## config.mk

```make
export PLATFORM = sky130hd
export DESIGN_NAME = servo_keyframe_interpolator_unit
export DESIGN_NICKNAME = d
export VERILOG_FILES = /design/src/hdl/skfi_pkg.sv /design/src/hdl/skfi_ram.sv /design/src/hdl/skfi_interp.sv /design/src/hdl/servo_keyframe_interpolator_unit.sv
export SDC_FILE = /design/constraint.sdc
export NUM_CORES = 2
export LEC_CHECK = 0
export ABC_CLOCK_PERIOD_IN_PS = 10400
export BUFFER_PORTS_ARGS = -buffer_cell sky130_fd_sc_hd__buf_2
export CELL_PAD_IN_SITES_DETAIL_PLACEMENT = 1
export CELL_PAD_IN_SITES_GLOBAL_PLACEMENT = 1
export CORE_MARGIN = 2
export CORE_UTILIZATION = 35
export CTS_BUF_LIST = sky130_fd_sc_hd__clkbuf_2 sky130_fd_sc_hd__clkbuf_4 sky130_fd_sc_hd__clkbuf_8
export CTS_CLUSTER_DIAMETER = 60
export DETAILED_ROUTE_END_ITERATION = 16
export GPL_TIMING_DRIVEN = 0
export HOLD_SLACK_MARGIN = 0.03
export PLACE_DENSITY_LB_ADDON = 0.1
export SYNTH_ARGS = -nofsm -noshare
export SYNTH_HDL_FRONTEND = slang
export SYNTH_SLANG_ARGS = --single-unit
```

## constraint.sdc

```tcl
create_clock -name clock -period 10.4 [get_ports clock]
set_input_delay 2.08 -clock clock [delete_from_list [all_inputs] [get_ports clock]]
set_output_delay 2.08 -clock clock [all_outputs]
set_load 0.02 [all_outputs]
```

## src/hdl/skfi_pkg.sv

```systemverilog
// ----------------------------------------------------------------------------
// skfi_pkg
// shared types and constants of the servo keyframe interpolator
// ----------------------------------------------------------------------------
package skfi_pkg;

   // item mode codes
   localparam logic MODE_LOAD = 1'b0;
   localparam logic MODE_TICK = 1'b1;

   // quotient width of the interpolation divide (duty range)
   localparam int Q_BITS = 8;

   // one stored move
   typedef struct packed {
      logic [31:0] begin_time;
      logic [31:0] finish_time;
      logic [7:0]  begin_duty;
      logic [7:0]  finish_duty;
      logic [3:0]  servo;
   } move_entry_type;

   localparam int MOVE_W = $bits(move_entry_type);

   // sequencer to interpolation unit
   typedef struct packed {
      logic           start;
      move_entry_type entry;
      logic [31:0]    tick_time;
   } interp_ctrl_type;

   // interpolation unit back to sequencer
   typedef struct packed {
      logic       done;
      logic [7:0] duty;
   } interp_stat_type;

endpackage

```

## src/hdl/skfi_ram.sv

```systemverilog
// ----------------------------------------------------------------------------
// skfi_ram
// generic single-write, single-read memory with registered read data
// ----------------------------------------------------------------------------
module skfi_ram #(
   parameter int WIDTH = 8,
   parameter int DEPTH = 32,
   localparam int AW = (DEPTH > 1) ? $clog2(DEPTH) : 1
) (
   input  logic             clock,
   input  logic             wr_en,
   input  logic [AW-1:0]    wr_addr,
   input  logic [WIDTH-1:0] wr_data,
   input  logic             rd_en,
   input  logic [AW-1:0]    rd_addr,
   output logic [WIDTH-1:0] rd_data
);

   logic [WIDTH-1:0] mem_ff [DEPTH];
   logic [WIDTH-1:0] rd_data_ff;

   // write port
   always_ff @(posedge clock) begin
      if (wr_en) begin
         mem_ff[wr_addr] <= wr_data;
      end
   end

   // registered read port
   always_ff @(posedge clock) begin
      if (rd_en) begin
         rd_data_ff <= mem_ff[rd_addr];
      end
   end

   assign rd_data = rd_data_ff;

endmodule

```

## src/hdl/skfi_interp.sv

```systemverilog
// ----------------------------------------------------------------------------
// skfi_interp
// linear duty interpolation: one 8x32 multiply, then an 8-step restoring
// divide through one shared subtract/compare unit, floored toward -inf
// ----------------------------------------------------------------------------
module skfi_interp (
   input  logic                      clock,
   input  logic                      reset,
   input  skfi_pkg::interp_ctrl_type ctrl,
   output skfi_pkg::interp_stat_type stat
);

   localparam logic [2:0] I_IDLE = 3'd0;
   localparam logic [2:0] I_MUL  = 3'd1;
   localparam logic [2:0] I_DIV  = 3'd2;
   localparam logic [2:0] I_FIN  = 3'd3;

   localparam int SW = $clog2(skfi_pkg::Q_BITS);

   logic [2:0]                  state_ff, state_in;
   logic [SW-1:0]               step_ff, step_in;
   logic                        done_ff, done_in;
   logic [31:0]                 span_ff, span_in;
   logic [31:0]                 elap_ff, elap_in;
   logic                        neg_ff, neg_in;
   logic [7:0]                  mag_ff, mag_in;
   logic [7:0]                  sduty_ff, sduty_in;
   logic [7:0]                  eduty_ff, eduty_in;
   logic [31:0]                 rem_ff, rem_in;
   logic [skfi_pkg::Q_BITS-1:0] lo_ff, lo_in;
   logic [skfi_pkg::Q_BITS-1:0] quo_ff, quo_in;
   logic [7:0]                  duty_ff, duty_in;

   logic [8:0]  diff;
   logic [39:0] prod;
   logic [33:0] trial;
   logic [8:0]  quo_up;
   logic [9:0]  sum_pos;
   logic [9:0]  sum_neg;

   // control registers
   always_ff @(posedge clock) begin
      if (reset) begin
         state_ff <= I_IDLE;
         step_ff  <= '0;
         done_ff  <= 1'b0;
      end else begin
         state_ff <= state_in;
         step_ff  <= step_in;
         done_ff  <= done_in;
      end
   end

   // datapath registers
   always_ff @(posedge clock) begin
      span_ff  <= span_in;
      elap_ff  <= elap_in;
      neg_ff   <= neg_in;
      mag_ff   <= mag_in;
      sduty_ff <= sduty_in;
      eduty_ff <= eduty_in;
      rem_ff   <= rem_in;
      lo_ff    <= lo_in;
      quo_ff   <= quo_in;
      duty_ff  <= duty_in;
   end

   // signed duty difference and its magnitude
   assign diff = {1'b0, ctrl.entry.finish_duty} - {1'b0, ctrl.entry.begin_duty};

   // unsigned product of magnitude and elapsed time
   assign prod = {32'd0, mag_ff} * {8'd0, elap_ff};

   // shared subtract and compare for one quotient bit
   assign trial = {1'b0, rem_ff, lo_ff[skfi_pkg::Q_BITS-1]} - {2'b00, span_ff};

   // final floor correction for a negative slope
   assign quo_up  = {1'b0, quo_ff} + {8'd0, (rem_ff != 32'd0)};
   assign sum_pos = {2'b00, sduty_ff} + {2'b00, quo_ff};
   assign sum_neg = {2'b00, sduty_ff} - {1'b0, quo_up};

   // sequencer
   always_comb begin
      state_in = state_ff;
      step_in  = step_ff;
      done_in  = 1'b0;
      span_in  = span_ff;
      elap_in  = elap_ff;
      neg_in   = neg_ff;
      mag_in   = mag_ff;
      sduty_in = sduty_ff;
      eduty_in = eduty_ff;
      rem_in   = rem_ff;
      lo_in    = lo_ff;
      quo_in   = quo_ff;
      duty_in  = duty_ff;
      case (state_ff)
         I_IDLE: begin
            if (ctrl.start) begin
               span_in  = ctrl.entry.finish_time - ctrl.entry.begin_time;
               elap_in  = ctrl.tick_time - ctrl.entry.begin_time;
               neg_in   = diff[8];
               mag_in   = diff[8] ? 8'(-diff) : diff[7:0];
               sduty_in = ctrl.entry.begin_duty;
               eduty_in = ctrl.entry.finish_duty;
               state_in = I_MUL;
            end
         end
         I_MUL: begin
            // quotient stays below 256, so the top 32 bits are below the span
            rem_in   = prod[39:skfi_pkg::Q_BITS];
            lo_in    = prod[skfi_pkg::Q_BITS-1:0];
            quo_in   = '0;
            step_in  = '0;
            state_in = I_DIV;
         end
         I_DIV: begin
            if (!trial[33]) begin
               rem_in = trial[31:0];
            end else begin
               rem_in = {rem_ff[30:0], lo_ff[skfi_pkg::Q_BITS-1]};
            end
            quo_in  = {quo_ff[skfi_pkg::Q_BITS-2:0], ~trial[33]};
            lo_in   = {lo_ff[skfi_pkg::Q_BITS-2:0], 1'b0};
            step_in = step_ff + 1'b1;
            if (step_ff == SW'(skfi_pkg::Q_BITS - 1)) begin
               state_in = I_FIN;
            end
         end
         I_FIN: begin
            // zero-length move takes its end duty
            if (span_ff == 32'd0) begin
               duty_in = eduty_ff;
            end else if (neg_ff) begin
               duty_in = sum_neg[7:0];
            end else begin
               duty_in = sum_pos[7:0];
            end
            done_in  = 1'b1;
            state_in = I_IDLE;
         end
         default: begin
            state_in = I_IDLE;
         end
      endcase
   end

   assign stat.done = done_ff;
   assign stat.duty = duty_ff;

endmodule

```

## src/hdl/servo_keyframe_interpolator_unit.sv

```systemverilog
// ----------------------------------------------------------------------------
// servo_keyframe_interpolator_unit
// servo move table with per-servo duty interpolation on time ticks
// ----------------------------------------------------------------------------
// A load transaction (mode 0) writes one move into the table and returns
// nothing. A tick transaction (mode 1) walks entries 0 to active_moves-1
// (saturated at TABLE_DEPTH) and then returns SERVO_COUNT transactions, one
// per servo, the last one flagged. The walk reads one table entry per visit
// through the table memory's single read port: an entry whose window misses
// the time passes through the read, check and next states, and a matching
// entry also waits in the wait state for the interpolation unit's multiply
// and its 8-step iterative divide. The block takes no new transaction while
// a tick is in progress, also while its result transactions are held by an
// output stall. The table reads as all zero after reset through per-entry
// valid bits, so no clearing pass is needed.
module servo_keyframe_interpolator_unit #(
   parameter int TABLE_DEPTH = 32,
   parameter int SERVO_COUNT = 12,
   parameter int INIT_DUTY   = 75
) (
   input  logic        clock,
   input  logic        reset,
   input  logic        req_valid,
   output logic        req_ready,
   input  logic        req_mode,
   input  logic [4:0]  req_move_index,
   input  logic [31:0] req_start_time,
   input  logic [31:0] req_end_time,
   input  logic [7:0]  req_start_duty,
   input  logic [7:0]  req_end_duty,
   input  logic [3:0]  req_move_servo,
   input  logic [31:0] req_tick_time,
   output logic        rsp_valid,
   input  logic        rsp_ready,
   output logic [3:0]  rsp_servo_index,
   output logic [7:0]  rsp_duty_value,
   output logic        rsp_last_servo,
   input  logic        csr_write_enable,
   input  logic [5:0]  csr_write_data
);

   localparam int AW = (TABLE_DEPTH > 1) ? $clog2(TABLE_DEPTH) : 1;
   localparam int CW = $clog2(TABLE_DEPTH + 1);
   localparam int LW = CW + 6;
   localparam int SW = (SERVO_COUNT > 1) ? $clog2(SERVO_COUNT) : 1;

   localparam logic [2:0] S_IDLE  = 3'd0;
   localparam logic [2:0] S_READ  = 3'd1;
   localparam logic [2:0] S_CHECK = 3'd2;
   localparam logic [2:0] S_WAIT  = 3'd3;
   localparam logic [2:0] S_NEXT  = 3'd4;
   localparam logic [2:0] S_OUT   = 3'd5;

   logic [2:0]             state_ff, state_in;
   logic [5:0]             active_ff, active_in;
   logic [CW-1:0]          idx_ff, idx_in;
   logic [CW-1:0]          lim_ff, lim_in;
   logic [SW-1:0]          oc_ff, oc_in;
   logic [31:0]            tick_ff, tick_in;
   logic [TABLE_DEPTH-1:0] vld_ff, vld_in;
   logic                   vld_rd_ff, vld_rd_in;
   logic [7:0]             duty_ff [SERVO_COUNT];
   logic [7:0]             duty_in [SERVO_COUNT];

   logic                     req_acc;
   logic                     rsp_acc;
   logic                     load_ok;
   logic [AW+4:0]            load_wide;
   logic [AW-1:0]            load_addr;
   logic [LW-1:0]            am_wide;
   logic [LW-1:0]            td_wide;
   logic [LW-1:0]            lim_wide;
   logic [CW-1:0]            idx_next;
   logic                     ram_rd_en;
   logic [skfi_pkg::MOVE_W-1:0] ram_rd_data;
   skfi_pkg::move_entry_type load_entry;
   skfi_pkg::move_entry_type cur_entry;
   logic                     in_window;
   logic                     servo_ok;
   skfi_pkg::interp_ctrl_type interp_ctrl;
   skfi_pkg::interp_stat_type interp_stat;

   assign req_acc = req_valid && req_ready;
   assign rsp_acc = rsp_valid && rsp_ready;

   // load slot decode, ignored beyond the table
   assign load_wide = {{AW{1'b0}}, req_move_index};
   assign load_addr = load_wide[AW-1:0];
   assign load_ok   = req_acc && (req_mode == skfi_pkg::MODE_LOAD)
                      && (load_wide < (AW+5)'(TABLE_DEPTH));

   assign load_entry.begin_time  = req_start_time;
   assign load_entry.finish_time = req_end_time;
   assign load_entry.begin_duty  = req_start_duty;
   assign load_entry.finish_duty = req_end_duty;
   assign load_entry.servo       = req_move_servo;

   // saturated walk length
   assign am_wide  = {{CW{1'b0}}, active_ff};
   assign td_wide  = LW'(TABLE_DEPTH);
   assign lim_wide = (am_wide > td_wide) ? td_wide : am_wide;
   assign idx_next = idx_ff + 1'b1;

   // move table
   assign ram_rd_en = (state_ff == S_READ);

   skfi_ram #(
      .WIDTH (skfi_pkg::MOVE_W),
      .DEPTH (TABLE_DEPTH)
   ) u_table (
      .clock   (clock),
      .wr_en   (load_ok),
      .wr_addr (load_addr),
      .wr_data (load_entry),
      .rd_en   (ram_rd_en),
      .rd_addr (idx_ff[AW-1:0]),
      .rd_data (ram_rd_data)
   );

   // never-written entry reads as all zero
   assign cur_entry = vld_rd_ff ? skfi_pkg::move_entry_type'(ram_rd_data) : '0;
   assign in_window = (cur_entry.begin_time <= tick_ff) && (tick_ff <= cur_entry.finish_time);
   assign servo_ok  = {1'b0, cur_entry.servo} < 5'(SERVO_COUNT);

   // interpolation unit
   assign interp_ctrl.start     = (state_ff == S_CHECK) && in_window;
   assign interp_ctrl.entry     = cur_entry;
   assign interp_ctrl.tick_time = tick_ff;

   skfi_interp u_interp (
      .clock (clock),
      .reset (reset),
      .ctrl  (interp_ctrl),
      .stat  (interp_stat)
   );

   // control registers
   always_ff @(posedge clock) begin
      if (reset) begin
         state_ff  <= S_IDLE;
         active_ff <= '0;
         idx_ff    <= '0;
         oc_ff     <= '0;
         vld_ff    <= '0;
         for (int i = 0; i < SERVO_COUNT; i++) begin
            duty_ff[i] <= 8'(INIT_DUTY);
         end
      end else begin
         state_ff  <= state_in;
         active_ff <= active_in;
         idx_ff    <= idx_in;
         oc_ff     <= oc_in;
         vld_ff    <= vld_in;
         for (int i = 0; i < SERVO_COUNT; i++) begin
            duty_ff[i] <= duty_in[i];
         end
      end
   end

   // payload registers
   always_ff @(posedge clock) begin
      lim_ff    <= lim_in;
      tick_ff   <= tick_in;
      vld_rd_ff <= vld_rd_in;
   end

   // tick sequencer
   always_comb begin
      state_in  = state_ff;
      active_in = active_ff;
      idx_in    = idx_ff;
      lim_in    = lim_ff;
      oc_in     = oc_ff;
      tick_in   = tick_ff;
      vld_in    = vld_ff;
      vld_rd_in = vld_rd_ff;
      for (int i = 0; i < SERVO_COUNT; i++) begin
         duty_in[i] = duty_ff[i];
      end
      if (csr_write_enable) begin
         active_in = csr_write_data;
      end
      if (load_ok) begin
         vld_in[load_addr] = 1'b1;
      end
      case (state_ff)
         S_IDLE: begin
            if (req_acc && (req_mode == skfi_pkg::MODE_TICK)) begin
               tick_in = req_tick_time;
               lim_in  = lim_wide[CW-1:0];
               idx_in  = '0;
               oc_in   = '0;
               if (lim_wide == '0) begin
                  state_in = S_OUT;
               end else begin
                  state_in = S_READ;
               end
            end
         end
         S_READ: begin
            vld_rd_in = vld_ff[idx_ff[AW-1:0]];
            state_in  = S_CHECK;
         end
         S_CHECK: begin
            if (in_window) begin
               state_in = S_WAIT;
            end else begin
               state_in = S_NEXT;
            end
         end
         S_WAIT: begin
            if (interp_stat.done) begin
               if (servo_ok) begin
                  duty_in[cur_entry.servo[SW-1:0]] = interp_stat.duty;
               end
               state_in = S_NEXT;
            end
         end
         S_NEXT: begin
            idx_in = idx_next;
            if (idx_next == lim_ff) begin
               state_in = S_OUT;
            end else begin
               state_in = S_READ;
            end
         end
         S_OUT: begin
            if (rsp_acc) begin
               oc_in = oc_ff + 1'b1;
               if (rsp_last_servo) begin
                  oc_in    = '0;
                  state_in = S_IDLE;
               end
            end
         end
         default: begin
            state_in = S_IDLE;
         end
      endcase
   end

   // handshakes and result transaction
   assign req_ready       = (state_ff == S_IDLE);
   assign rsp_valid       = (state_ff == S_OUT);
   assign rsp_servo_index = 4'(oc_ff);
   assign rsp_duty_value  = duty_ff[oc_ff];
   assign rsp_last_servo  = (oc_ff == SW'(SERVO_COUNT - 1));

`ifndef ASSERT_OFF
   a_no_overlap: assert property (@(posedge clock) disable iff (reset)
      req_ready |-> !rsp_valid)
      else $error("input accepted while results pending");

   a_last_frees: assert property (@(posedge clock) disable iff (reset)
      rsp_valid && rsp_ready && rsp_last_servo |=> req_ready)
      else $error("block not ready after last result");

   a_done_in_wait: assert property (@(posedge clock) disable iff (reset)
      interp_stat.done |-> state_ff == S_WAIT)
      else $error("interpolation finished outside wait state");

   a_servo_range: assert property (@(posedge clock) disable iff (reset)
      rsp_valid |-> rsp_servo_index < 4'(SERVO_COUNT))
      else $error("reported servo index out of range");

   a_walk_bound: assert property (@(posedge clock) disable iff (reset)
      state_ff == S_READ |-> idx_ff < lim_ff)
      else $error("table walk beyond active moves");
`endif

endmodule

```

Word level (Yosys, flattened, before mapping)
Memory sizes are Yosys's and may differ from the RTL's. A register that Yosys moved wholly into a read port is not among the register bits.
Cells that the tools add are included.

operators by class
  $add $sub $neg = 11
  bitwise logic cells = 16
  reductions and logical operators = 23
  equality and inequality tests = 17
  muxes and demuxes = 57
  multiply operators = 1
  div/mod/pow operators = 0
  $lt $le $gt $ge = 10
  shift operators = 0

operator list
  kind                                                                          number
  96-bit two-way mux                                                            3
  8-bit two-way mux                                                             16
  96-bit bitwise mux                                                            1
  84-bit two-way mux                                                            1
  32-bit less-or-equal comparator                                               2
  32-bit one-hot mux with 2 select lines                                        1
  32-bit subtractor                                                             2
  8-bit by 32-bit multiplier with 40-bit output                                 1
  33-bit by 32-bit subtractor with 34-bit output                                1
  8-bit demux with 4-bit select                                                 1
  32-bit logical NOT                                                            1
  32-bit two-way mux                                                            1
  32-bit bitwise OR                                                             1
  8-bit one-hot mux with 2 select lines                                         2
  32-bit nonzero test                                                           1
  3-bit two-way mux                                                             9
  4-bit two-way mux                                                             5
  5-bit by 6-bit less-than comparator with 1-bit output, second input constant  3
  3-bit one-hot mux with 6 select lines                                         1
  3-bit by 2-bit equality test with 1-bit output, second input constant         4
  12-bit logical NOT                                                            1
  6-bit two-way mux                                                             2
  1-bit bitwise OR                                                              12
  6-bit one-hot mux with 2 select lines                                         1
  33 further kinds                                                              62

storage, ports and cells
  RAM bits = 2784
  logic and storage cells = 158
  flip-flop bits (word level) = 242
  memories = 2
  ROM bits = 0
  latch bits = 0

memory list
  name            depth  bits a word  read ports  clocked after memory_dff  wr ports  RTL line                                RTL
  u_table.mem_ff  32     84           1           1                         1         skfi_ram.sv:19                          logic [WIDTH-1:0] mem_ff [DEPTH];
  duty_ff         12     8            13          1                         12        servo_keyframe_interpolator_unit.sv:62  logic [7:0] duty_ff [SERVO_COUNT];

Logic depth before layout (Yosys ltp)
  word-level depth = 11
  depth in mapped cells = 20
  gate-level depth less buffers = 19

Hierarchy
A second synthesis with hierarchy kept.

second synthesis, totals
  cells, all modules = 8132
  area, all modules = 134441.4 µm²

modules (own cells, without submodules)
  module                            cells each  times used  area an instance (µm²)  sequential area each (µm²)
  skfi_ram                          4912        1           104622.8                83239.8
  skfi_interp                       2183        1           19860.3                 4474.3
  servo_keyframe_interpolator_unit  1037        1           9958.3                  4194.0

Worst setup path before layout
No wires, ideal clock.

  kind = register to register
  start point = register state_ff[0]
  end point = register u_table.rd_data_ff[0], in the netlist u_table.rd_data[0], read port of u_table.mem_ff, enable pin
  required time = 9.750 ns
  clock period less this slack = 7.467 ns
  data arrival time = 6.817 ns
  path slack = 2.933 ns
  library setup time = 0.650 ns
  cell stages (with the launch flop) = 3
  path buffers = 1
  cells stage by stage = dfxtp_1 > clkbuf_1 > nor3b_1

between the ends
  longest elaborated chain between the ends = 1

RTL lines
  item                                            RTL line                                 RTL
  start: declaration                              servo_keyframe_interpolator_unit.sv:54   logic [2:0] state_ff, state_in;
  start signal: assignment                        servo_keyframe_interpolator_unit.sv:149  state_ff <= state_in;
  3-bit by 1-bit equality test with 1-bit output  servo_keyframe_interpolator_unit.sv:105  assign ram_rd_en = (state_ff == S_READ);
  end: declaration                                skfi_ram.sv:20                           logic [WIDTH-1:0] rd_data_ff;

No other way between the ends.
A chain may end at the register's enable or synchronous reset.

Final worst setup path
  start point = register u_interp.mag_ff[2]
  end point = register u_interp.rem_ff[25], data pin

between the ends
  longest elaborated chain between the ends = 2

RTL lines
  item                                           RTL line           RTL
  start: declaration                             skfi_interp.sv:26  logic [7:0] mag_ff, mag_in;
  start signal: assignment                       skfi_interp.sv:59  mag_ff <= mag_in;
  8-bit by 32-bit multiplier with 40-bit output  skfi_interp.sv:72  assign prod = {32'd0, mag_ff} * {8'd0, elap_ff};
  32-bit one-hot mux with 2 select lines         skfi_interp.sv:97  case (state_ff)
  via u_interp.rem_in[25]                        skfi_interp.sv:29  logic [31:0] rem_ff, rem_in;
  end signal: assignment                         skfi_interp.sv:62  rem_ff <= rem_in;
  end: declaration                               skfi_interp.sv:29

The timed path passes the listed nets, and every way through them passes these cells.

==> out/qor.yml <==
rsz0062_at_grt: "false"
period_share: 0.672
worst_pin_slew_ns: 1.48
routed_wl_um: 429000
placed_area_mm2: 0.144
dp_hpwl_um: 304000
synth_seq_cells: 3113
die-area_mm2: 0.384
initial_utilization: 0.351
crit_path_end_kind: "flip-flop"
postLayoutCellArea_mm2: 0.154
die_w_um: 620
switching_share: 0.277
cp.arrival_ns: 7.85
setup_tns_ns: 0
wire_per_inst_um: 32.4
final_nets: 8365
critPathMaxFanout: 10
ios: 148
syn_area_per_cell_um2: 19.1
cap_violations: 0
power_frac_clock: 0.365
r2r_cells: 18
cp-start-kind: "flip-flop"
fill_cells: 36200
antenna_left: 0
hold-worst-slack_ns: 0.467
ys.flop_type: "edfxtp_1"
rows: 226
synth_edf_count: 2956
yosysWarnings: 0
slew_violations: 0
vias: 70900
synth_cells: 6933
dr.pass1.iters: 7
cts_max_path_buffers: 4
post_cts_buffers: 0
final.min_clock_period_ns: 6.99
insertion_delay_ns: 1.17
p_int_mw: 21.8
r2r_setup_slack_ns: 3.41
drt_iter0_drc: 5851
power.density_mw_per_mm2: 196
antenna_found_initial: 55
cts_root_buffer: "clkbuf_8"
max_freq_mhz: 143
syn-num-nets: 7475
r2r-start: "u_interp.mag_ff[2]$_DFFE_PP_"
via_per_inst: 5.34
ys_seq_area_frac: 0.693
pwr-share-seq: 0.474
critPathRequiredTime_ns: 11.26
setup_viol: 0
routabilityCongestion: 0.809
cts_buffers: 547
clk_pin_slew_ns: 0.06
htreeDepth: 6
synthArstFlopShare: 0
grt_overflow_total: 0
hold_path_class: "reg -> reg"
slew_headroom: 0.0129
grt_use_total: 0.223
hold_buffers: 0
p_sw_mw: 8.37
layout-drive-gt1-share: 0.274
syn_to_final_growth_pct: 16.3
hp-start: "vld_ff[5]$_SDFFE_PP0P_"
core_mm2: 0.378
path_class: "reg -> reg"
cts_tree: "yes"
status: "completed"
p_leak_nw: 50.4
grt_max_degree: 40
drc_errors: 0
io_buffers: 146
reg2reg_to: "u_interp.rem_ff[25]$_DFFE_PP_"
skew_ns: 0.0674
clock_sinks: 3113
die_height_um: 620
ir_drop_uv: 116
synth_area_mm2: 0.133
grt_pass1_wl_um: 601000
power_frac_comb: 0.162
holdPathEnd: "vld_ff[5]$_SDFFE_PP0P_"
grt_pass1_vias: 76800
yosys.cell_types.count: 87
cts-resized-gates: 0
whs_path_depth: 1
hold_viol_final: 0
-- synthesized netlist by cell type (8+ instances only) --
cell      count  share of area
a211oi_1     16        0.00091
a21o_1       58         0.0033
a21oi_1     151         0.0057
a221oi_1      8        0.00053
a31oi_1      28         0.0013
and2_1      225          0.011
and3_1       20        0.00094
and4_1       11        0.00073
buf_1        74         0.0021
buf_2        17        0.00064
clkbuf_1    218         0.0062
dfxtp_1     157          0.024
edfxtp_1   2956           0.67
fa_1        187          0.028
ha_1        222          0.021
inv_1       308         0.0087
mux2_2       94         0.0080
mux2i_1     136          0.010
mux4_2      874           0.15
nand2_1     300         0.0085
nand2b_1     24         0.0011
nand3_1      45         0.0017
nand3b_1     10        0.00057
nand4_1      27         0.0013
nor2_1      222         0.0063
nor2b_1      36         0.0017
nor3_1       28         0.0011
nor4_1       22         0.0010
o211ai_1     17        0.00096
o21a_1       50         0.0028
o21ai_0     103         0.0039
o21bai_1     27         0.0015
o31ai_1      11        0.00062
or3_1        10        0.00047
xnor2_1      92         0.0061
xor2_1       41         0.0027
-- sequential cells by signal, summed over array words and instances (netlist names), 2 cells and up, named ones only --
register           count
active_ff              6
duty_ff               96
idx_ff                 6
lim_ff                 6
rsp_servo_index        4
state_ff               3
tick_ff               32
u_interp.duty_ff       8
u_interp.eduty_ff      8
u_interp.elap_ff      32
u_interp.lo_ff         8
u_interp.mag_ff        8
u_interp.quo_ff        8
u_interp.rem_ff       32
u_interp.sduty_ff      8
u_interp.span_ff      32
u_interp.state_ff      2
u_interp.step_ff       3
u_table.mem_ff      2688
u_table.rd_data       84
vld_ff                32
-- through the flow --
step,util,setup WS (ns),cells,total power [mW]
detailed placement,0.380,3.38,12300,19.5
finish,0.408,3.41,13300,30.2
CTS,0.408,3.31,13200,30.6
floorplan,-,2.93,6933,17.6
global route,0.408,3.18,13200,31.5
global placement,0.370,-4.66,12100,19.4
-- power groups by stage --
stage | combinational, mW | sequential (mW) | clock (mW)
finish | 4.88 | 14.3 | 11.0
global route | 5.36 | 14.3 | 11.8
CTS | 4.98 | 14.3 | 11.3
detailed placement | 4.95 | 14.6 | 0
global placement | 4.80 | 14.6 | 0
floorplan | 3.12 | 14.4 | 0
-- routing by layer --
metal / up-vias / GRT usage / share of wire
met2: 1868 / 0.392 / 0.51
li1: 29600 / - / -
met4: 10 / 0.0519 / 0.023
met1: 38800 / 0.294 / 0.42
met3: 595 / 0.0289 / 0.043
met5: - / 0 / 0.00017
-- kinds of logic (layout without fill, tap and decap cells) --
family / Yosys count / in the layout / synth area share
AO/OA/AOI/OAI: 548 / 548 / 0.0273
XOR/XNOR: 133 / 133 / 0.00878
adder cells (fa/ha/maj): 409 / 409 / 0.0491
buffers and inverters: 623 / 1915 / 0.0182
flip-flops: 3113 / 3113 / 0.693
multiplexers: 1105 / 1105 / 0.167
other: 0 / 18 / 0
AND/OR/NAND/NOR: 1002 / 1002 / 0.0373
-- worst max-delay path: stages, from the launching register on --
cell and delay, ns:
edfxtp_1 0.71, clkbuf_1 0.50, and2_1 0.25, fa_1 0.43
fa_1 0.51, fa_1 0.50, inv_1 0.05, fa_1 0.48
inv_1 0.04, ha_1 0.37, a21oi_1 0.23, o21ai_0 0.20
o41ai_2 0.50, o2111ai_1 0.48, a311oi_2 0.53, nor2_1 0.20
a41o_1 0.30, xnor2_1 0.26, mux2i_1 0.12
-- area by class of cell --
type | instances | area (um^2) | area share
Sequential cell | 3113 | 91900 | 0.595
Multi-Input combinational cell | 3197 | 38600 | 0.250
Clock buffer | 738 | 9090 | 0.0589
Tap cell | 5016 | 6280 | 0.0407
Timing Repair Buffer | 341 | 4640 | 0.0300
Clock inverter | 213 | 1340 | 0.00867
Buffer | 314 | 1290 | 0.00833
Inverter | 309 | 1160 | 0.00751
Antenna cell | 18 | 45.0 | 0.000292
-- cells in the final DEF, fill, tap and decap left out, types with 27 or more instances in the layout --
cell type  netlist  routed
edfxtp_1      2956    2956
mux4_2         874     874
clkbuf_8         0     567
inv_1          308     307
nand2_1        300     300
and2_1         225     225
ha_1           222     221
clkbuf_1       218     197
nor2_1         222     189
fa_1           187     187
clkbuf_4         0     171
buf_2           17     168
buf_12           1     163
dfxtp_1        157     157
a21oi_1        151     151
mux2i_1        136     136
clkinv_1         0     112
o21ai_0        103     103
mux2_2          94      94
xnor2_1         92      92
buf_1           74      66
a21o_1          58      58
o21a_1          50      50
clkinv_2         0      47
nand3_1         45      45
xor2_1          41      41
nor2b_1         36      36
nor2_4           0      33
nor3_1          28      28
a31oi_1         28      28
o21bai_1        27      27
nand4_1         27      27
-- worst max-delay path by stage --
| stage | from | endpoint | slack [ns] |
|---|---|---|---|
| after detailed placement | u_interp.mag_ff[7]$_DFFE_PP_ | u_interp.rem_ff[31]$_DFFE_PP_ | 3.38 |
| final | u_interp.mag_ff[2]$_DFFE_PP_ | u_interp.rem_ff[25]$_DFFE_PP_ | 3.41 |
| after floorplan | state_ff[0]$_SDFFE_PP0P_ | u_table.rd_data[0]$_DFFE_PP_ | 2.93 |
| after global routing | u_interp.mag_ff[2]$_DFFE_PP_ | u_interp.rem_ff[31]$_DFFE_PP_ | 3.18 |
| after global placement | req_valid | u_table.mem_ff[23][62]$_DFFE_PP_ | -4.66 |
| after CTS | u_interp.mag_ff[2]$_DFFE_PP_ | u_interp.rem_ff[25]$_DFFE_PP_ | 3.31 |
(Power assumes the default switching activity.)
